## src/design/sdx_pkg.sv

```systemverilog
// Shared types, constants and the letter code table for the soundex key encoder.
`default_nettype none
package sdx_pkg;

    localparam int KEY_LENGTH_DEF = 4;
    localparam int OUT_CHARS      = 4;
    localparam int QUEUE_DEPTH    = 2;

    localparam logic [7:0] ASCII_ZERO  = 8'h30;
    localparam logic [7:0] ASCII_UC_A  = 8'h41;
    localparam logic [7:0] ASCII_UC_Z  = 8'h5A;
    localparam logic [7:0] ASCII_LC_A  = 8'h61;
    localparam logic [7:0] ASCII_LC_Z  = 8'h7A;
    localparam logic [7:0] CASE_OFFSET = 8'h20;

    // classified word handed from front to back
    typedef struct packed {
        logic       present;
        logic       last;
        logic       letter;
        logic [7:0] upper;
        logic [2:0] code;
    } t_item;

    function automatic logic [2:0] letter_code(input logic [4:0] idx);
        logic [2:0] c;
        unique case (idx)
            5'd1, 5'd5, 5'd15, 5'd21:                         c = 3'd1;
            5'd2, 5'd6, 5'd9, 5'd10, 5'd16, 5'd18, 5'd23, 5'd25: c = 3'd2;
            5'd3, 5'd19:                                      c = 3'd3;
            5'd11:                                            c = 3'd4;
            5'd12, 5'd13:                                     c = 3'd5;
            5'd17:                                            c = 3'd6;
            default:                                          c = 3'd0;
        endcase
        return c;
    endfunction

endpackage
`default_nettype wire

```

## src/design/sdx_front.sv

```systemverilog
// Front stage: takes input words, folds case, classifies letters, registers the result.
`default_nettype none
module sdx_front (
    input  wire              i_clk,
    input  wire              i_rst_n,
    input  wire              i_valid,
    output logic             o_ready,
    input  wire        [7:0] i_byte,
    input  wire              i_present,
    input  wire              i_last,
    output logic             o_valid,
    input  wire              i_ready,
    output sdx_pkg::t_item   o_item
);

    logic           r_valid;
    sdx_pkg::t_item r_item;
    sdx_pkg::t_item n_item;
    logic [7:0]     up;
    logic [7:0]     ofs;

    always_comb begin
        if (i_byte >= sdx_pkg::ASCII_LC_A && i_byte <= sdx_pkg::ASCII_LC_Z) begin
            up = i_byte - sdx_pkg::CASE_OFFSET;
        end else begin
            up = i_byte;
        end
        ofs            = up - sdx_pkg::ASCII_UC_A;
        n_item.present = i_present;
        n_item.last    = i_last;
        n_item.letter  = (up >= sdx_pkg::ASCII_UC_A) && (up <= sdx_pkg::ASCII_UC_Z);
        n_item.upper   = up;
        n_item.code    = sdx_pkg::letter_code(ofs[4:0]);
    end

    assign o_ready = !r_valid || i_ready;
    assign o_valid = r_valid;
    assign o_item  = r_item;

    always_ff @(posedge i_clk) begin
        if (!i_rst_n) begin
            r_valid <= 1'b0;
        end else if (o_ready) begin
            r_valid <= i_valid;
        end
    end

    always_ff @(posedge i_clk) begin
        if (o_ready && i_valid) begin
            r_item <= n_item;
        end
    end

endmodule
`default_nettype wire

```

## src/design/sdx_queue.sv

```systemverilog
// Short queue of classified words between the front and back stages.
`default_nettype none
module sdx_queue (
    input  wire              i_clk,
    input  wire              i_rst_n,
    input  wire              i_push,
    output logic             o_ready,
    input  sdx_pkg::t_item   i_item,
    input  wire              i_pop,
    output logic             o_valid,
    output sdx_pkg::t_item   o_item
);

    localparam int PW = (sdx_pkg::QUEUE_DEPTH > 1) ? $clog2(sdx_pkg::QUEUE_DEPTH) : 1;
    localparam int CW = $clog2(sdx_pkg::QUEUE_DEPTH + 1);

    sdx_pkg::t_item r_mem [sdx_pkg::QUEUE_DEPTH];
    logic [PW-1:0]  r_wr_ptr;
    logic [PW-1:0]  r_rd_ptr;
    logic [CW-1:0]  r_count;
    logic           do_push;
    logic           do_pop;

    assign o_ready = r_count < CW'(sdx_pkg::QUEUE_DEPTH);
    assign o_valid = r_count != '0;
    assign o_item  = r_mem[r_rd_ptr];
    assign do_push = i_push && o_ready;
    assign do_pop  = i_pop && o_valid;

    always_ff @(posedge i_clk) begin
        if (!i_rst_n) begin
            r_wr_ptr <= '0;
            r_rd_ptr <= '0;
            r_count  <= '0;
        end else begin
            if (do_push) begin
                r_wr_ptr <= (r_wr_ptr == PW'(sdx_pkg::QUEUE_DEPTH - 1)) ? '0 : r_wr_ptr + 1'b1;
            end
            if (do_pop) begin
                r_rd_ptr <= (r_rd_ptr == PW'(sdx_pkg::QUEUE_DEPTH - 1)) ? '0 : r_rd_ptr + 1'b1;
            end
            if (do_push && !do_pop) begin
                r_count <= r_count + 1'b1;
            end else if (do_pop && !do_push) begin
                r_count <= r_count - 1'b1;
            end
        end
    end

    always_ff @(posedge i_clk) begin
        if (do_push) begin
            r_mem[r_wr_ptr] <= i_item;
        end
    end

endmodule
`default_nettype wire

```

## src/design/sdx_back.sv

```systemverilog
// Back stage: builds the key from classified words and holds the result word.
`default_nettype none
module sdx_back #(
    parameter int KEY_LENGTH = sdx_pkg::KEY_LENGTH_DEF
) (
    input  wire              i_clk,
    input  wire              i_rst_n,
    input  wire              i_valid,
    output logic             o_pop,
    input  sdx_pkg::t_item   i_item,
    output logic             o_valid,
    input  wire              i_ready,
    output logic [31:0]      o_data,
    output logic             o_empty
);

    localparam int CW = $clog2(KEY_LENGTH + 1);

    logic [7:0]    r_store [KEY_LENGTH];
    logic [7:0]    n_store [KEY_LENGTH];
    logic [CW-1:0] r_count;
    logic [CW-1:0] n_count;
    logic [2:0]    r_prev;
    logic [2:0]    n_prev;
    logic          r_saw;
    logic          n_saw;
    logic          r_out_valid;
    logic [31:0]   r_out_data;
    logic          r_out_empty;
    logic          out_free;
    logic          finish;
    logic [7:0]    key_char [sdx_pkg::OUT_CHARS];
    logic [31:0]   n_data;

    assign out_free = !r_out_valid || i_ready;
    assign o_pop    = i_valid && (!i_item.last || out_free);
    assign finish   = o_pop && i_item.last;

    always_comb begin
        n_store = r_store;
        n_count = r_count;
        n_prev  = r_prev;
        n_saw   = r_saw;
        if (o_pop && i_item.present) begin
            n_saw = 1'b1;
            if (i_item.letter && r_count < CW'(KEY_LENGTH)) begin
                if (r_count == '0) begin
                    n_store[0] = i_item.upper;
                    n_count    = CW'(1);
                    n_prev     = i_item.code;
                end else if (i_item.code != r_prev) begin
                    if (i_item.code != 3'd0) begin
                        for (int i = 0; i < KEY_LENGTH; i++) begin
                            if (r_count == CW'(i)) begin
                                n_store[i] = sdx_pkg::ASCII_ZERO + {5'd0, i_item.code};
                            end
                        end
                        n_count = r_count + 1'b1;
                    end
                    n_prev = i_item.code;
                end
            end
        end
    end

    genvar j;
    generate
        for (j = 0; j < sdx_pkg::OUT_CHARS; j++) begin : g_char
            if (j < KEY_LENGTH) begin : g_key
                assign key_char[j] = (n_count > CW'(j)) ? n_store[j] : sdx_pkg::ASCII_ZERO;
            end else begin : g_pad
                assign key_char[j] = sdx_pkg::ASCII_ZERO;
            end
        end
    endgenerate

    assign n_data = n_saw ? {key_char[3], key_char[2], key_char[1], key_char[0]} : 32'd0;

    always_ff @(posedge i_clk) begin
        if (!i_rst_n) begin
            r_count <= '0;
            r_prev  <= '0;
            r_saw   <= 1'b0;
        end else if (finish) begin
            r_count <= '0;
            r_prev  <= '0;
            r_saw   <= 1'b0;
        end else begin
            r_count <= n_count;
            r_prev  <= n_prev;
            r_saw   <= n_saw;
        end
    end

    always_ff @(posedge i_clk) begin
        r_store <= n_store;
    end

    always_ff @(posedge i_clk) begin
        if (!i_rst_n) begin
            r_out_valid <= 1'b0;
        end else if (out_free) begin
            r_out_valid <= finish;
        end
    end

    always_ff @(posedge i_clk) begin
        if (finish) begin
            r_out_data  <= n_data;
            r_out_empty <= !n_saw;
        end
    end

    assign o_valid = r_out_valid;
    assign o_data  = r_out_data;
    assign o_empty = r_out_empty;

    a_count_bound: assert property (@(posedge i_clk) disable iff (!i_rst_n)
        r_count <= CW'(KEY_LENGTH))
        else $error("key count beyond key length");

    a_clear_after_end: assert property (@(posedge i_clk) disable iff (!i_rst_n)
        finish |=> (r_count == '0) && (r_prev == 3'd0) && !r_saw)
        else $error("key state not cleared after end of string");

    a_result_held: assert property (@(posedge i_clk) disable iff (!i_rst_n)
        r_out_valid && !i_ready |=> r_out_valid && $stable(r_out_data))
        else $error("stalled result word lost");

    a_empty_zero: assert property (@(posedge i_clk) disable iff (!i_rst_n)
        r_out_valid && r_out_empty |-> r_out_data == 32'd0)
        else $error("empty result carries key characters");

    a_no_pop_blocked: assert property (@(posedge i_clk) disable iff (!i_rst_n)
        o_pop && i_item.last |-> out_free)
        else $error("end word taken while result register busy");

endmodule
`default_nettype wire

```

## src/design/soundex_key_encoder_unit.sv

```systemverilog
// Soundex key encoder top level: streaming input of string bytes, one key word per string.
//
// Slave channel: one word per string byte. tdata[7:0] is the byte, tdata[8] flags that
// the byte is present (clear for an end-only word), tlast marks the end of the string.
// Master channel: one word per string, sent for the word carrying tlast.
// tdata holds the four key characters, first character in the lowest byte; tuser is
// set when the string held no bytes at all, and tdata is then all zeros.
// Throughput: one word per cycle, sustained, as long as results are taken.
// The end word passes the front classify register, then the queue storage, and the
// back key update then writes the result into the output register.
// The key length is set by KEY_LENGTH (2 to 8); only the first four characters are
// sent, shorter keys are padded with ASCII zero.
// Reset clears the queue, the key state and the output valid; no clearing pass.
// If the receiver stalls, the result word holds, the back stage keeps consuming
// non-end words, and the input stalls once the queue and front register fill.
`default_nettype none
module soundex_key_encoder_unit #(
    parameter int KEY_LENGTH = sdx_pkg::KEY_LENGTH_DEF
) (
    input  wire         i_clk,
    input  wire         i_rst_n,
    input  wire         i_s_axis_tvalid,
    output logic        o_s_axis_tready,
    input  wire  [15:0] i_s_axis_tdata,  // [7:0] char_byte, [8] char_present, rest zero
    input  wire         i_s_axis_tlast,  // end_of_string
    output logic        o_m_axis_tvalid,
    input  wire         i_m_axis_tready,
    output logic [31:0] o_m_axis_tdata,  // [7:0] key_letter, [15:8] key_digit_one,
                                         // [23:16] key_digit_two, [31:24] key_digit_three
    output logic        o_m_axis_tuser   // empty_input
);

    logic           front_valid;
    logic           queue_ready;
    sdx_pkg::t_item front_item;
    logic           queue_valid;
    sdx_pkg::t_item queue_item;
    logic           back_pop;

    sdx_front u_front (
        .i_clk     (i_clk),
        .i_rst_n   (i_rst_n),
        .i_valid   (i_s_axis_tvalid),
        .o_ready   (o_s_axis_tready),
        .i_byte    (i_s_axis_tdata[7:0]),
        .i_present (i_s_axis_tdata[8]),
        .i_last    (i_s_axis_tlast),
        .o_valid   (front_valid),
        .i_ready   (queue_ready),
        .o_item    (front_item)
    );

    sdx_queue u_queue (
        .i_clk   (i_clk),
        .i_rst_n (i_rst_n),
        .i_push  (front_valid),
        .o_ready (queue_ready),
        .i_item  (front_item),
        .i_pop   (back_pop),
        .o_valid (queue_valid),
        .o_item  (queue_item)
    );

    sdx_back #(
        .KEY_LENGTH (KEY_LENGTH)
    ) u_back (
        .i_clk   (i_clk),
        .i_rst_n (i_rst_n),
        .i_valid (queue_valid),
        .o_pop   (back_pop),
        .i_item  (queue_item),
        .o_valid (o_m_axis_tvalid),
        .i_ready (i_m_axis_tready),
        .o_data  (o_m_axis_tdata),
        .o_empty (o_m_axis_tuser)
    );

endmodule
`default_nettype wire

```

## config.mk

```make
export PLATFORM = sky130hd
export DESIGN_NAME = soundex_key_encoder_unit
export DESIGN_NICKNAME = d
export VERILOG_FILES = /design/src/design/sdx_pkg.sv /design/src/design/sdx_front.sv /design/src/design/sdx_queue.sv /design/src/design/sdx_back.sv /design/src/design/soundex_key_encoder_unit.sv
export SDC_FILE = /design/constraint.sdc
export NUM_CORES = 1
export LEC_CHECK = 0
export ABC_AREA = 1
export BUFFER_PORTS_ARGS = -buffer_cell sky130_fd_sc_hd__buf_2
export CAP_MARGIN = 20
export CORE_ASPECT_RATIO = 1.75
export CORE_MARGIN = 2
export CORE_UTILIZATION = 43
export CTS_CLUSTER_DIAMETER = 200
export CTS_CLUSTER_SIZE = 28
export DETAILED_ROUTE_END_ITERATION = 6
export GPL_TIMING_DRIVEN = 0
export SLEW_MARGIN = 20
export SYNTH_ARGS = -nofsm -noshare
export SYNTH_HDL_FRONTEND = slang
export SYNTH_SLANG_ARGS = --single-unit
```

## constraint.sdc

```tcl
create_clock -name i_clk -period 2.1 [get_ports i_clk]
set_input_delay 0.525 -clock i_clk [delete_from_list [all_inputs] [get_ports i_clk]]
set_output_delay 0.525 -clock i_clk [all_outputs]
set_load 0.01 [all_outputs]
```

==> run metrics <==
status=complete, no violations; Max FO, Critical Path=10; syn_nets=504; TritonCTS sink count=121; actual slew at the worst max-slew pin=784.0 ps; CTS H-Tree Depth=4; Fillers=954; Detail Route Antenna Nets=0; min-delay worst type=in2reg; Mapped Avg Cell Area=10.51 sq um; # setup viols final=0; HPWL after DPL=5.908 mm; Synth cell types=37; Pleak=2.763 nW; Remaining DRCs=0; total gr overflow=0; CTS max path bufs=2; clock latency on the worst-skew pair=410 ps; crit path buf inv count=3; routability cong.=0.7864; Final WS setup=57.01 ps; Seq/Total Area, Yosys=64.48%; design area=6003 sq um; delay-heaviest family, CP=simple AND/OR/NAND/NOR gates; fin nets=573; Slew Viols, Final=0; final period utilization=97.29%; Synth Register Bits=121; Vias/cell=4.699; Syn Inst Count=468; DR WL/cell=12.17 um; Hold Vio Cnt, Final=0; IO Port Bufs=48; Slew headroom=47.68%; crit end category=flip-flop; worst ir drop on vdd=0.0008720 V; Total Die Area=12350 sq um; vias in the first global route=3139; slowest CP cell=dfxtp_2; Synth Cell Area=4921 sq um; core box area=11170 sq um; crit-path cells=buf_6, inv_6, buf_8, nand2_2, nand2_2, nand3_4, nor2_8, nand2_4, nand3_4, nand2_4, o21ai_2, a21oi_1; Initial Util=44.07%; first-pass GRT wire length=13.88 mm; Die H=145.5 um; placed instance area=5333 sq um; pwr dens=1362 nW/um^2; CTS Root Cell=clkbuf_16; initial DRC count=139; Required @ worst endpoint=2240 ps; dpl ws=-128.5 ps; CP Launch Type=flip-flop; io pins=56; data arrival time of the worst path=2190 ps; clock slew at reported path FFs=50 ps; Vias=3205; die width=84.87 um; CTS Hold Bufs=0; FP Rows=51; GRT Overall Usage=14.41%; final WL=8.302 mm; P&R area growth vs syn=21.99%; CTS tree=done; fin crit period=2043 ps; unrepaired setup endpoints after global routing=true; largest net degree at the start of global routing=35; fraction of layout cells with a size suffix above 1=23.09%; Max Freq=489.5 MHz; initial antenna violation count=0; Diodes inserted=0; DR pass1 iterations=4; Crit path largest cell delay=320 ps; synth warn=0; final worst clock skew=12.43 ps; Max-Cap Viols=0; Crit Path Category=reg2reg; Num CTS Buffers=17
==> area by class of cell <==
type                    instances  area (sq um)  area share [%]
well taps                     132         165.2           2.751
multi-input cells             261          1460           24.32
plain buffers                   4         42.54          0.7086
clock buffers                  19         442.9           7.378
repair buffers                 50         252.7           4.210
clock inverters                13         152.6           2.543
inverters                      82         312.8           5.211
flip-flops and latches        121          3174           52.88
==> state kept, by name (all words and copies together) (netlist names), named ones only <==
register	cells
u_back.o_data	32
u_back.r_store	32
u_queue.r_mem	28
u_front.o_item	14
u_back.r_count	3
u_back.r_prev	3
u_queue.r_count	2
u_back.o_empty	1
u_back.o_valid	1
u_back.r_saw	1
u_front.o_valid	1
u_queue.r_rd_ptr	1
u_queue.r_wr_ptr	1
==> kinds of logic (layout without fill, tap and decap cells) <==
logic type	count (synthesis)	in the layout	synth area share [%]
AND/OR/NAND/NOR	182	182	17.44
flip-flops	121	121	64.48
buffers and inverters	86	168	7.144
AO/OA/AOI/OAI	63	63	6.941
adder cells (fa/ha/maj)	15	15	3.814
XOR/XNOR	1	1	0.1780
==> synthesized netlist by cell type <==
cell / n / area share [%]
inv_1: 76 / 5.8
nor2_2: 2 / 0.25
nand2_1: 93 / 7.1
nand3b_1: 1 / 0.15
inv_2: 4 / 0.31
nor3b_1: 1 / 0.15
or2_1: 2 / 0.25
inv_6: 1 / 0.18
nand2_4: 4 / 0.92
edfxtp_1: 75 / 46
nor2_1: 45 / 3.4
a211oi_1: 2 / 0.31
or2_2: 3 / 0.38
o21ai_0: 13 / 1.3
nand3_4: 1 / 0.36
xor2_1: 1 / 0.18
buf_6: 3 / 0.69
dfxtp_1: 46 / 19
o31ai_1: 1 / 0.15
buf_2: 1 / 0.10
o21ai_2: 2 / 0.36
or3_1: 1 / 0.13
ha_1: 15 / 3.8
nor2_4: 1 / 0.23
nand2_2: 8 / 1.0
a31oi_1: 4 / 0.51
nand3_2: 3 / 0.61
o41ai_1: 1 / 0.18
o21ai_1: 5 / 0.51
nand3_1: 7 / 0.71
o22ai_1: 2 / 0.25
nor2_8: 2 / 0.81
nand4_1: 4 / 0.51
clkinv_1: 1 / 0.076
nor4_1: 1 / 0.13
nor3_1: 3 / 0.31
a21oi_1: 33 / 3.4
==> path summary, 6_finish.rpt <==
check | start | endpoint | cells after the start | slack [ps]
max | flip-flop | u_back.o_data[9]$_SDFFCE_PN0P_ | 12 | 60
min | i_s_axis_tdata[8] | u_front.o_item[13]$_DFFE_PP_ | 1 | 300
max reg2reg | flip-flop | u_back.o_data[9]$_SDFFCE_PN0P_ | 12 | 60
min reg2reg | u_back.r_store[4]$_DFF_P_ | u_back.r_store[4]$_DFF_P_ | 2 | 430
==> per-stage QoR <==
step	std cells	hold slack (ps)	util, %	setup TNS, ps	power [W]
after floorplan	468	393.5	-	0	0.004677
after global placement	648	401.2	47.70	-8963	0.005209
after detailed placement	648	417.0	47.75	-217.1	0.005253
after CTS	680	275.0	53.09	0	0.008150
after global routing	682	280.3	53.76	-580.0	0.008643
final	682	296.3	53.76	0	0.008177
==> timing repair <==
| item | CTS | global route |
|---|---|---|
| endpoints found under the setup margin | 0 | 28 |
| gates resized for setup | 0 | 13 |
| setup buffers | 0 | 1 |
==> routing by layer <==
metal	track usage, %	up-vias	routed length (um)
li1	-	1667	-
met4	7.619	0	193
met3	5.105	10	289
met2	26.77	66	4710
met1	13.32	1462	3109
met5	0	-	0
==> where the power goes <==
| part | leakage [nW] | internal (W) | switching (W) |
|---|---|---|---|
| combinational | 1.39 | 0.000644 | 0.00137 |
| clock | 0.292 | 0.00188 | 0.000983 |
| sequential | 1.09 | 0.00314 | 0.000150 |
| total | 2.76 | 0.00567 | 0.00250 |
==> cell usage in the layout, fill, tap and decap left out, types with 3 or more instances in the layout <==
master     count
dfxtp_1       45
nand2_2       10
inv_2          5
bufinv_16      3
nand3_4        3
buf_2         50
edfxtp_1      75
a31oi_1        4
o21ai_1        4
inv_1         75
a21oi_1       32
nand4_1        4
nand2_1       90
nand3_2        3
o21ai_2        3
clkbuf_16     17
nor3_1         3
nor2_2         3
nand3_1        5
or2_2          3
nand2_4        4
clkinv_2       6
nor2_1        43
ha_1          15
o21ai_0       13
(Power assumes the default switching activity.)
